File: src/spa_pkg.sv
// Shared constants and types for the sparse polynomial adder.
package spa_pkg;

  localparam int unsigned MaxTerms = 32;

  localparam int unsigned CoeffW = 32;
  localparam int unsigned PowerW = 16;

  // Command codes carried on the slave-side tuser
  localparam logic [1:0] CmdLoadA = 2'd0;
  localparam logic [1:0] CmdLoadB = 2'd1;
  localparam logic [1:0] CmdAdd   = 2'd2;

  typedef struct packed {
    logic        [PowerW-1:0] power;
    logic signed [CoeffW-1:0] coeff;
  } term_t;

  typedef enum logic [3:0] {
    S_IDLE  = 4'b0001,
    S_FETCH = 4'b0010,
    S_MERGE = 4'b0100,
    S_FLUSH = 4'b1000
  } state_e;

endpackage

File: src/sparse_polynomial_add.sv
// Sparse polynomial adder: term stores, merge sequencer and output register.
// Terms are loaded one transaction per cycle into store A or B while no add
// is running (zero coefficients are ignored, terms beyond MAX_TERMS are
// dropped and flagged). An add transaction walks both stores in a single
// shared compare/add step: each step addresses the heads (S_FETCH), then
// compares the registered read data and adds (S_MERGE). An add keeps
// s_axis_tready low until a last fetch and compare find both stores spent
// and the final term is handed on; the steps consumed number at most
// count_a + count_b, and the master side holding tready low stretches the
// add further. Terms leave in increasing exponent order if each store was
// loaded in that order; the last one carries tlast. One term is held back
// until the next is known so that tlast can be set, and an empty sum gives a
// single transaction with the empty flag set. Both stores are emptied once
// the final transaction of a sum has been handed to the output register.
module sparse_polynomial_add #(
  parameter int unsigned MAX_TERMS = spa_pkg::MaxTerms
) (
  input  logic        clk_i,
  input  logic        rst_ni,
  // slave side
  input  logic        s_axis_tvalid,
  output logic        s_axis_tready,
  input  logic [47:0] s_axis_tdata,   // [31:0] coeff, [47:32] power
  input  logic [1:0]  s_axis_tuser,   // [1:0] cmd
  // master side
  output logic        m_axis_tvalid,
  input  logic        m_axis_tready,
  output logic [47:0] m_axis_tdata,   // [31:0] sum_coeff, [47:32] sum_power
  output logic        m_axis_tlast,   // last
  output logic [2:0]  m_axis_tuser    // [0] empty_res, [1] overflow, [2] saturated
);

  localparam int unsigned AW = (MAX_TERMS > 1) ? $clog2(MAX_TERMS) : 1;
  localparam int unsigned CW = $clog2(MAX_TERMS + 1);
  localparam logic [CW-1:0] CountMax = CW'(MAX_TERMS);

  spa_pkg::state_e state_q, state_d;

  spa_pkg::term_t mem_a [MAX_TERMS];
  spa_pkg::term_t mem_b [MAX_TERMS];
  spa_pkg::term_t rd_a_q, rd_b_q, in_term;

  logic [CW-1:0] cnt_a_q, cnt_a_d, cnt_b_q, cnt_b_d;
  logic [CW-1:0] idx_a_q, idx_a_d, idx_b_q, idx_b_d;
  logic          lost_q, lost_d;

  logic                               pend_valid_q, pend_valid_d;
  spa_pkg::term_t                     pend_q, pend_d;
  logic                               pend_sat_q, pend_sat_d;

  logic           out_valid_q, out_valid_d;
  spa_pkg::term_t out_q, out_d;
  logic           out_last_q, out_last_d;
  logic           out_empty_q, out_empty_d;
  logic           out_ovf_q, out_ovf_d;
  logic           out_sat_q, out_sat_d;

  logic accept, load_a, load_b, full_a, full_b, coeff_nz, out_free;
  logic a_live, b_live, take_a, take_b;
  logic signed [spa_pkg::CoeffW:0] wide_sum;
  logic        [spa_pkg::CoeffW-1:0] step_coeff;
  logic step_sat, step_keep;

  assign in_term  = spa_pkg::term_t'(s_axis_tdata);
  assign accept   = s_axis_tvalid && s_axis_tready;
  assign coeff_nz = (in_term.coeff != '0);
  assign full_a   = (cnt_a_q >= CountMax);
  assign full_b   = (cnt_b_q >= CountMax);
  assign load_a   = accept && (s_axis_tuser == spa_pkg::CmdLoadA) && coeff_nz && !full_a;
  assign load_b   = accept && (s_axis_tuser == spa_pkg::CmdLoadB) && coeff_nz && !full_b;
  assign out_free = !out_valid_q || m_axis_tready;

  assign s_axis_tready = (state_q == spa_pkg::S_IDLE);

  // Term stores: one write port for loads, one registered read at the head index
  always_ff @(posedge clk_i) begin
    if (load_a) begin
      mem_a[cnt_a_q[AW-1:0]] <= in_term;
    end
    if (load_b) begin
      mem_b[cnt_b_q[AW-1:0]] <= in_term;
    end
    rd_a_q <= mem_a[idx_a_q[AW-1:0]];
    rd_b_q <= mem_b[idx_b_q[AW-1:0]];
  end

  // Shared compare / saturating add step on the two heads
  always_comb begin
    a_live   = (idx_a_q < cnt_a_q);
    b_live   = (idx_b_q < cnt_b_q);
    take_a   = a_live && (!b_live || (rd_a_q.power <= rd_b_q.power));
    take_b   = b_live && (!a_live || (rd_b_q.power <= rd_a_q.power));
    wide_sum = {rd_a_q.coeff[spa_pkg::CoeffW-1], rd_a_q.coeff} +
               {rd_b_q.coeff[spa_pkg::CoeffW-1], rd_b_q.coeff};
    step_sat   = 1'b0;
    step_coeff = rd_a_q.coeff;
    priority if (take_a && take_b) begin
      if (wide_sum[spa_pkg::CoeffW] != wide_sum[spa_pkg::CoeffW-1]) begin
        step_sat   = 1'b1;
        step_coeff = wide_sum[spa_pkg::CoeffW] ? {1'b1, {(spa_pkg::CoeffW-1){1'b0}}}
                                               : {1'b0, {(spa_pkg::CoeffW-1){1'b1}}};
      end else begin
        step_coeff = wide_sum[spa_pkg::CoeffW-1:0];
      end
    end else if (take_b) begin
      step_coeff = rd_b_q.coeff;
    end else begin
      step_coeff = rd_a_q.coeff;
    end
    step_keep = (step_coeff != '0);
  end

  always_comb begin
    state_d      = state_q;
    cnt_a_d      = cnt_a_q;
    cnt_b_d      = cnt_b_q;
    idx_a_d      = idx_a_q;
    idx_b_d      = idx_b_q;
    lost_d       = lost_q;
    pend_valid_d = pend_valid_q;
    pend_d       = pend_q;
    pend_sat_d   = pend_sat_q;
    out_valid_d  = out_valid_q && !m_axis_tready;
    out_d        = out_q;
    out_last_d   = out_last_q;
    out_empty_d  = out_empty_q;
    out_ovf_d    = out_ovf_q;
    out_sat_d    = out_sat_q;

    unique case (state_q)
      spa_pkg::S_IDLE: begin
        if (load_a) begin
          cnt_a_d = cnt_a_q + CW'(1);
        end
        if (load_b) begin
          cnt_b_d = cnt_b_q + CW'(1);
        end
        if (accept && coeff_nz &&
            (((s_axis_tuser == spa_pkg::CmdLoadA) && full_a) ||
             ((s_axis_tuser == spa_pkg::CmdLoadB) && full_b))) begin
          lost_d = 1'b1;
        end
        if (accept && (s_axis_tuser == spa_pkg::CmdAdd)) begin
          idx_a_d      = '0;
          idx_b_d      = '0;
          pend_valid_d = 1'b0;
          state_d      = spa_pkg::S_FETCH;
        end
      end
      spa_pkg::S_FETCH: begin
        state_d = spa_pkg::S_MERGE;
      end
      spa_pkg::S_MERGE: begin
        if (!a_live && !b_live) begin
          state_d = spa_pkg::S_FLUSH;
        end else if (!(step_keep && pend_valid_q && !out_free)) begin
          // hand the held term on, hold the new one until its successor is known
          if (step_keep) begin
            if (pend_valid_q) begin
              out_valid_d = 1'b1;
              out_d       = pend_q;
              out_last_d  = 1'b0;
              out_empty_d = 1'b0;
              out_ovf_d   = lost_q;
              out_sat_d   = pend_sat_q;
            end
            pend_valid_d = 1'b1;
            pend_d.coeff = step_coeff;
            pend_d.power = take_a ? rd_a_q.power : rd_b_q.power;
            pend_sat_d   = step_sat;
          end
          if (take_a) begin
            idx_a_d = idx_a_q + CW'(1);
          end
          if (take_b) begin
            idx_b_d = idx_b_q + CW'(1);
          end
          state_d = spa_pkg::S_FETCH;
        end
      end
      spa_pkg::S_FLUSH: begin
        if (out_free) begin
          out_valid_d = 1'b1;
          out_last_d  = 1'b1;
          out_ovf_d   = lost_q;
          if (pend_valid_q) begin
            out_d       = pend_q;
            out_empty_d = 1'b0;
            out_sat_d   = pend_sat_q;
          end else begin
            out_d       = '0;
            out_empty_d = 1'b1;
            out_sat_d   = 1'b0;
          end
          pend_valid_d = 1'b0;
          cnt_a_d      = '0;
          cnt_b_d      = '0;
          lost_d       = 1'b0;
          state_d      = spa_pkg::S_IDLE;
        end
      end
      default: begin
        state_d = spa_pkg::S_IDLE;
      end
    endcase
  end

  always_ff @(posedge clk_i or negedge rst_ni) begin
    if (!rst_ni) begin
      state_q      <= spa_pkg::S_IDLE;
      cnt_a_q      <= '0;
      cnt_b_q      <= '0;
      idx_a_q      <= '0;
      idx_b_q      <= '0;
      lost_q       <= 1'b0;
      pend_valid_q <= 1'b0;
      out_valid_q  <= 1'b0;
    end else begin
      state_q      <= state_d;
      cnt_a_q      <= cnt_a_d;
      cnt_b_q      <= cnt_b_d;
      idx_a_q      <= idx_a_d;
      idx_b_q      <= idx_b_d;
      lost_q       <= lost_d;
      pend_valid_q <= pend_valid_d;
      out_valid_q  <= out_valid_d;
    end
  end

  always_ff @(posedge clk_i) begin
    pend_q      <= pend_d;
    pend_sat_q  <= pend_sat_d;
    out_q       <= out_d;
    out_last_q  <= out_last_d;
    out_empty_q <= out_empty_d;
    out_ovf_q   <= out_ovf_d;
    out_sat_q   <= out_sat_d;
  end

  assign m_axis_tvalid = out_valid_q;
  assign m_axis_tdata  = out_q;
  assign m_axis_tlast  = out_last_q;
  assign m_axis_tuser  = {out_sat_q, out_ovf_q, out_empty_q};

endmodule

File: config.mk
export PLATFORM = sky130hd
export DESIGN_NAME = sparse_polynomial_add
export DESIGN_NICKNAME = d
export VERILOG_FILES = /design/src/spa_pkg.sv /design/src/sparse_polynomial_add.sv
export SDC_FILE = /design/constraint.sdc
export NUM_CORES = 2
export LEC_CHECK = 0
export BUFFER_PORTS_ARGS = -buffer_cell sky130_fd_sc_hd__clkbuf_2
export CORE_ASPECT_RATIO = 0.75
export CORE_UTILIZATION = 50
export CTS_CLUSTER_SIZE = 40
export DETAILED_ROUTE_END_ITERATION = 16
export PLACE_DENSITY_LB_ADDON = 0.05
export SLEW_MARGIN = 10
export SYNTH_ARGS = -nofsm -noshare
export SYNTH_HDL_FRONTEND = slang
export SYNTH_SLANG_ARGS = --single-unit
File: constraint.sdc
create_clock -name clk_i -period 7.05 [get_ports clk_i]
set_input_delay 1.41 -clock clk_i [delete_from_list [all_inputs] [get_ports clk_i]]
set_output_delay 1.41 -clock clk_i [all_outputs]
set_load 0.05 [all_outputs]
# Yosys cells after proc, flatten, opt, wreduce, memory -nomap -nowiden
# Memory sizes are Yosys's and may differ from the RTL's. A register that Yosys moved wholly into a read port is not among the register bits.
# Cells that the tools add are included.
dict set report totals {
  regBits 132
  mem_bits_rw 3072
  input_bits 54
  out_inout_bits 54
  word_cells 169
  n_memories 2
}
# name words width rd rd_ports_with_merged_regs wr line
set memory_table {}
lappend memory_table {mem_a 32 48 1 1 1 sparse_polynomial_add.sv:39} ;# spa_pkg::term_t mem_a [MAX_TERMS];
lappend memory_table {mem_b 32 48 1 1 1 sparse_polynomial_add.sv:40} ;# spa_pkg::term_t mem_b [MAX_TERMS];
dict set report op_classes {
  addsub 5
  magnitude_cmp 6
  eq_ne 19
  mux 72
  bitwise_logic 2
  reduce_logical 46
}
# op n
set op_table {}
lappend op_table {{48-bit 2-to-1 mux} 6}
lappend op_table {{32-bit 2-to-1 mux} 4}
lappend op_table {{48-bit one-hot mux with 2 select lines} 1}
lappend op_table {{32-bit nonzero test} 2}
lappend op_table {{6-bit 2-to-1 mux} 10}
lappend op_table {{6-bit one-hot mux with 2 select lines} 4}
lappend op_table {{1-bit 2-to-1 mux} 34}
lappend op_table {{32-bit by 32-bit adder with 33-bit output} 1}
lappend op_table {{16-bit <= comparator} 2}
lappend op_table {{6-bit by 1-bit adder with 6-bit output, second input constant} 4}
lappend op_table {{1-bit logical AND} 19}
lappend op_table {{16-bit 2-to-1 mux} 1}
lappend op_table {{4-bit 2-to-1 mux} 4}
lappend op_table {{4-bit one-hot mux with 4 select lines} 1}
lappend op_table {{2-bit inequality test, second input constant} 7}
lappend op_table {{6-bit >= comparator, second input constant} 2}
lappend op_table {{6-bit less-than comparator} 2}
lappend op_table {{1-bit one-hot mux with 2 select lines} 6}
lappend op_table {{3-bit AND reduction} 4}
lappend op_table {{6-bit AND reduction} 2}
lappend op_table {{5-bit AND reduction} 2}
lappend op_table {{2-bit by 1-bit inequality test with 1-bit output, second input constant} 4}
lappend op_table {{1-bit logical NOT} 7}
lappend op_table {{2-bit nonzero test} 3}
lappend op_table {{other kinds (14)} 18}

# Longest topological paths before layout
dict set report depth {
  word_depth 12
  depth_mapped 20
  depth_no_buf 15
}

# Worst setup path before layout
# Ideal clock, no wire load.
dict set report synth_path {
  path_kind {register to register}
  startpoint {register rd_a_q[46] (netlist name)}
  endpoint {register out_q, in the netlist m_axis_tdata[0] (enable)}
  setup_time_ns 0.540
  arrival_ns 7.139
  path_slack_ns -0.629
  stages_incl_launch_ff 17
  n_path_buf 2
  period_less_slack_ns 7.679
  path_cell_list {dfxtp_1 inv_1 ha_1 nand4_1 or2_1 or4_4 o211ai_4 and2_1 buf_4 buf_2 o22ai_1 a2111o_1 o211a_1 and3_1 nor2_1 o21ai_0 a211oi_1}
}
dict set report synth_between {
  elab_chain_cells 10
}
# item line
set synth_rtl {}
lappend synth_rtl {{16-bit <= comparator (on tied branches)} {sparse_polynomial_add.sv:92, sparse_polynomial_add.sv:91}}
lappend synth_rtl {{1-bit logical OR (on tied branches)} {sparse_polynomial_add.sv:92, sparse_polynomial_add.sv:91}}
lappend synth_rtl {{1-bit logical AND (on tied branches)} {sparse_polynomial_add.sv:92, sparse_polynomial_add.sv:91}}
lappend synth_rtl {{32-bit 2-to-1 mux or 1-bit logical AND (tied branches)} {sparse_polynomial_add.sv:105, sparse_polynomial_add.sv:97}}
lappend synth_rtl {{32-bit 2-to-1 mux (*)} sparse_polynomial_add.sv:97} ;# priority if (take_a && take_b) begin
lappend synth_rtl {{32-bit nonzero test (*)} sparse_polynomial_add.sv:110} ;# step_keep = (step_coeff != '0);
lappend synth_rtl {{1-bit logical AND (2 in a row)} sparse_polynomial_add.sv:156} ;# end else if (!(step_keep && pend_valid_q && !out_free)) begin
lappend synth_rtl {{2-bit inequality test (no line)} --}
lappend synth_rtl {{6-bit AND reduction (no line) (*)} --}
lappend synth_rtl {{end signal, assigned} sparse_polynomial_add.sv:233} ;# out_q <= out_d;
lappend synth_rtl {{end, declared} sparse_polynomial_add.sv:52} ;# spa_pkg::term_t out_q, out_d;
# Every way passes the cells marked *; elsewhere a longest branch is shown, timed or not.
# A chain may end at the register's enable or synchronous reset.

# Worst setup path after layout
dict set report layout_path {
  startpoint {register rd_a_q[46] (netlist name)}
  endpoint {register pend_q[14] (netlist name) (enable)}
}
dict set report layout_between {
  elab_chain_cells 10
}
# item line
set layout_rtl {}
lappend layout_rtl {{16-bit <= comparator (on tied branches)} {sparse_polynomial_add.sv:92, sparse_polynomial_add.sv:91}}
lappend layout_rtl {{1-bit logical OR (on tied branches)} {sparse_polynomial_add.sv:92, sparse_polynomial_add.sv:91}}
lappend layout_rtl {{1-bit logical AND (on tied branches)} {sparse_polynomial_add.sv:92, sparse_polynomial_add.sv:91}}
lappend layout_rtl {{32-bit 2-to-1 mux or 1-bit logical AND (tied branches)} {sparse_polynomial_add.sv:105, sparse_polynomial_add.sv:97}}
lappend layout_rtl {{32-bit 2-to-1 mux (*)} sparse_polynomial_add.sv:97}
lappend layout_rtl {{32-bit nonzero test (*)} sparse_polynomial_add.sv:110}
lappend layout_rtl {{1-bit logical AND (2 in a row)} sparse_polynomial_add.sv:156}
lappend layout_rtl {{1-bit NOT (no line)} --}
lappend layout_rtl {{4-bit AND reduction (no line) (*)} --}
lappend layout_rtl {{end signal, assigned} sparse_polynomial_add.sv:231} ;# pend_q <= pend_d;
lappend layout_rtl {{end, declared} sparse_polynomial_add.sv:48} ;# spa_pkg::term_t pend_q, pend_d;
# Marked as above.

==> metrics.txt <==
# TYPE chip_impl_metric gauge
chip_impl_metric{name="synth_async_sr_flop_share",unit="%"} 0.939
chip_impl_info{name="timing.hold.worst.class",value="reg -> reg"} 1
chip_impl_metric{name="yosys.area.top_type_share",unit="%"} 74.9
chip_impl_metric{name="post_synth_inst_count",unit=""} 5575
chip_impl_metric{name="finalSetupViolCount",unit=""} 0
chip_impl_metric{name="ff2ff_path_depth",unit=""} 16
chip_impl_metric{name="p_sw",unit="mW"} 8.17
chip_impl_metric{name="groute.layer.met3.usage",unit="%"} 4.19
chip_impl_metric{name="grt_start_max_net_pins",unit=""} 151
chip_impl_info{name="worst_r2r_startpoint",value="rd_a_q[46]"} 1
chip_impl_metric{name="p_sw_share",unit="%"} 20.6
chip_impl_metric{name="initial_core_util",unit="%"} 50.6
chip_impl_metric{name="firstDrtPassIters",unit=""} 5
chip_impl_metric{name="ios",unit=""} 108
chip_impl_info{name="setup_crit_path_kind",value="reg -> reg"} 1
chip_impl_metric{name="clkSinkCount",unit=""} 3300
chip_impl_info{name="cts_tree",value="done"} 1
chip_impl_metric{name="maxClockFrequency",unit="MHz"} 158
chip_impl_metric{name="ys_types",unit=""} 82
chip_impl_metric{name="post_cts.repair.setup_buffers",unit=""} 0
chip_impl_info{name="synth.area.top_cells",value="sky130_fd_sc_hd__edfxtp_1 (75%), sky130_fd_sc_hd__mux4_2 (17%), sky130_fd_sc_hd__dfxtp_1 (1.5%)"} 1
chip_impl_info{name="most_utilized_layer_in_the_global_route_result",value="met1"} 1
chip_impl_metric{name="timing.critical_path.fanout_max",unit=""} 47
chip_impl_metric{name="routed_wire_length_per_instance",unit="microns"} 35.6
chip_impl_metric{name="global_route.usage.met2",unit="%"} 39.9
chip_impl_metric{name="post_synth_edffs",unit=""} 3173
chip_impl_metric{name="synth_sequential_area_ratio",unit="%"} 77.0
chip_impl_metric{name="synth-seq-cells",unit=""} 3300
chip_impl_metric{name="io_buffers",unit=""} 107
chip_impl_metric{name="die_outline_area",unit="sq um"} 257000
chip_impl_info{name="rsz0062_at_grt",value="no"} 1
chip_impl_metric{name="detail-route-antenna-nets",unit=""} 0
chip_impl_metric{name="floorplan.core_area",unit="sq um"} 252000
chip_impl_metric{name="area.growth.synth_to_final",unit="%"} 12.8
chip_impl_metric{name="vias_per_cell",unit=""} 6.32
chip_impl_metric{name="powerDensity",unit="nW/um^2"} 277
chip_impl_metric{name="post_route_cells_drive_above_1_share",unit="%"} 30.0
chip_impl_info{name="layout.cells.most_common",value="sky130_fd_sc_hd__edfxtp_1"} 1
chip_impl_metric{name="fillers",unit=""} 18300
chip_impl_metric{name="max_rail_drop_vdd",unit="uV"} 225
chip_impl_metric{name="fin_setup_tns",unit="ns"} 0
chip_impl_metric{name="routed-via-count",unit=""} 60300
chip_impl_metric{name="maxCapViolations",unit=""} 0
chip_impl_metric{name="synthesis.area",unit="sq um"} 127000
chip_impl_metric{name="slew_viol_final",unit=""} 0
chip_impl_metric{name="power_frac_comb",unit="%"} 3.2
chip_impl_metric{name="chipHeight",unit="microns"} 439
chip_impl_metric{name="worstSkewPairLatency",unit="ns"} 0.88
chip_impl_metric{name="p_int",unit="mW"} 31.5
chip_impl_info{name="min_delay_worst_endpoint",value="m_axis_tdata[14]"} 1
chip_impl_metric{name="grt.met1_usage",unit="%"} 42.1
chip_impl_metric{name="die-width",unit="microns"} 585
chip_impl_metric{name="grt_overflow",unit=""} 0
chip_impl_metric{name="clk_pin_slew",unit="ns"} 0.06
chip_impl_metric{name="final_power",unit="mW"} 39.7
chip_impl_metric{name="syn-mean-instance-area",unit="sq um"} 22.8
chip_impl_metric{name="drcViolationCount",unit=""} 0
chip_impl_info{name="timing.critical_path.from_type",value="flip-flop"} 1
chip_impl_metric{name="final_net_count",unit=""} 6045
chip_impl_metric{name="first_pass_grt_wire_length",unit="mm"} 475
chip_impl_metric{name="worst_slew_pin_slew",unit="ns"} 1.32
chip_impl_metric{name="dp_hpwl",unit="mm"} 188
chip_impl_metric{name="hold-path-cell-count",unit=""} 1
chip_impl_metric{name="share_seq_of_total_power",unit="%"} 54.7
chip_impl_metric{name="cts_hold_buf",unit=""} 0
chip_impl_metric{name="fin_worst_skew",unit="ns"} 0.0410
chip_impl_metric{name="place_congestion",unit=""} 0.870
chip_impl_info{name="most-common-layout-cells",value="sky130_fd_sc_hd__edfxtp_1 (3,173), sky130_fd_sc_hd__mux4_2 (960), sky130_fd_sc_hd__clkbuf_16 (337), sky130_fd_sc_hd__nand2_1 (234), sky130_fd_sc_hd__buf_4 (149)"} 1
chip_impl_metric{name="timing.final.crit_period",unit="ns"} 6.31
chip_impl_metric{name="clk_path_buf_depth",unit=""} 4
chip_impl_metric{name="total_leakage_power",unit="nW"} 43.9
chip_impl_metric{name="first_global_vias",unit=""} 60200
chip_impl_metric{name="post_cts.resized_instances",unit=""} 0
chip_impl_metric{name="finish.instance_area",unit="sq um"} 144000
chip_impl_metric{name="power.share.clock",unit="%"} 42.2
chip_impl_metric{name="arrival",unit="ns"} 6.81
chip_impl_info{name="worstHoldStart",value="pend_q[14]"} 1
chip_impl_metric{name="track_usage",unit="%"} 26.7
chip_impl_metric{name="postRouteWirelength",unit="mm"} 340
chip_impl_info{name="result_of_the_run",value="completed"} 1
chip_impl_info{name="crit-reg2reg-capture",value="pend_q[14]"} 1
chip_impl_metric{name="placementRows",unit=""} 159
chip_impl_metric{name="htree_num_levels",unit=""} 5
chip_impl_metric{name="placed_cell_area",unit="sq um"} 133000
chip_impl_info{name="synth_ff_type",value="sky130_fd_sc_hd__edfxtp_1"} 1
chip_impl_metric{name="worst_endpoint_required_time",unit="ns"} 7.55
chip_impl_info{name="cts-root-buf",value="sky130_fd_sc_hd__clkbuf_16"} 1
chip_impl_metric{name="relSlewSlack",unit="%"} 11.5
chip_impl_info{name="synth_area_leader_cell",value="sky130_fd_sc_hd__edfxtp_1"} 1
chip_impl_metric{name="final_min_period_over_clock_period",unit="%"} 89.5
chip_impl_metric{name="synth_warnings",unit=""} 0
chip_impl_metric{name="drt_first_iter_violations",unit=""} 7471
chip_impl_metric{name="reg2reg_setup_slack",unit="ns"} 0.74
chip_impl_info{name="crit_path_end_kind",value="flip-flop"} 1
chip_impl_metric{name="mappedNetlistNets",unit=""} 5698
chip_impl_metric{name="timing_hold_violations_final",unit=""} 0
chip_impl_metric{name="numCtsBuffers",unit=""} 322
chip_impl_metric{name="antenna_found_initial",unit=""} 12
==> cell type report <==
cell class | count | area [sq um] | area share, %
multi-input combinational | 1957 | 28600 | 19.9
clock buffer | 429 | 8850 | 6.17
sequential | 3300 | 98000 | 68.3
inverter | 45 | 176 | 0.123
tap | 3381 | 4230 | 2.95
clock inverter | 140 | 1180 | 0.825
timing repair buffer | 296 | 2450 | 1.71
antenna | 3 | 7.51 | 0.00523
==> metrics by stage <==
stage	std cells	hold slack, ns	worst slack, ns	util (%)
after global placement	8978	0.521	-0.0860	53.0
final	9551	0.531	0.738	57.0
after detailed placement	8979	0.518	0.511	53.0
after floorplan	5575	0.425	0.670	-
after global routing	9548	0.547	0.589	57.0
after CTS	9548	0.535	0.976	57.0
==> sequential cells by signal (all words and copies together), names as in the netlist, 48 cells and up <==
register / cells
rd_a_q: 48
mem_b: 1536
mem_a: 1536
pend_q: 48
m_axis_tdata: 48
rd_b_q: 48
==> cells by family after synthesis <==
| family | synth area share (%) |
|---|---|
| DFF | 77.0 |
| adders and majority gates | 0.684 |
| buffers and inverters | 0.965 |
| xor gates and xnor gates | 0.206 |
| and+or+nand+nor | 2.02 |
| muxes | 17.7 |
| AOI/OAI and AO/OA | 1.48 |
==> Yosys cell counts (13+ instances only) <==
cell,number
sky130_fd_sc_hd__edfxtp_1,3173
sky130_fd_sc_hd__mux4_2,960
sky130_fd_sc_hd__nand2_1,234
sky130_fd_sc_hd__clkbuf_1,170
sky130_fd_sc_hd__nor2_1,106
sky130_fd_sc_hd__dfxtp_1,96
sky130_fd_sc_hd__buf_1,86
sky130_fd_sc_hd__a21oi_1,71
sky130_fd_sc_hd__ha_1,68
sky130_fd_sc_hd__mux2_2,68
sky130_fd_sc_hd__nor2b_1,60
sky130_fd_sc_hd__inv_1,44
sky130_fd_sc_hd__o21ai_0,39
sky130_fd_sc_hd__nand3_1,35
sky130_fd_sc_hd__dfrtp_1,30
sky130_fd_sc_hd__o22ai_1,23
sky130_fd_sc_hd__nor3_1,21
sky130_fd_sc_hd__nand4_1,16
sky130_fd_sc_hd__xnor2_1,16
sky130_fd_sc_hd__nor4_1,14
sky130_fd_sc_hd__xor2_1,14
sky130_fd_sc_hd__a211oi_1,13
==> worst max-delay path, stage by stage (launching register included) <==
cell	delay, ns
sky130_fd_sc_hd__dfxtp_1	0.34
sky130_fd_sc_hd__inv_1	0.05
sky130_fd_sc_hd__ha_1	0.31
sky130_fd_sc_hd__nand4_1	0.16
sky130_fd_sc_hd__or2_1	0.29
sky130_fd_sc_hd__nor4_1	1.10
sky130_fd_sc_hd__o31a_1	0.26
sky130_fd_sc_hd__nand2b_2	0.76
sky130_fd_sc_hd__o221ai_1	0.42
sky130_fd_sc_hd__and4b_1	0.31
sky130_fd_sc_hd__a31oi_1	0.26
sky130_fd_sc_hd__or4_1	0.15
sky130_fd_sc_hd__or3_4	0.16
sky130_fd_sc_hd__nor2_1	0.08
sky130_fd_sc_hd__nor2_1	0.21
sky130_fd_sc_hd__and2_2	0.53
sky130_fd_sc_hd__buf_4	0.52
==> routing by layer <==
metal | wire [microns] | up-vias | part of all wire, %
met3 | 25100 | 366 | 7.4
met5 | 0 | - | 0
met1 | 154000 | 33100 | 45
li1 | - | 24400 | -
met4 | 6210 | 0 | 1.8
met2 | 155000 | 2463 | 46
==> power by group through the flow <==
stage | clock (mW) | sequential, mW | combinational (mW)
2_1_floorplan | 0 | 22.1 | 0.581
3_3_place_gp | 0 | 22.1 | 1.24
3_5_place_dp | 0 | 22.1 | 1.25
4_1_cts | 17.0 | 21.7 | 1.25
5_1_grt | 17.7 | 21.7 | 1.34
6_report | 16.7 | 21.7 | 1.25
==> how the worst max path moves through the flow <==
stage,depth (start not counted),to,start
after floorplan,6,mem_b[31][0],state_q[1]
after global placement,8,mem_a[14][22],s_axis_tdata[2]
after detailed placement,8,mem_b[18][26],s_axis_tdata[15]
after CTS,16,pend_q[30],rd_a_q[46]
after global routing,16,pend_q[9],rd_a_q[46]
final,16,pend_q[14],rd_a_q[46]
Power figures use the tool's default switching activity.
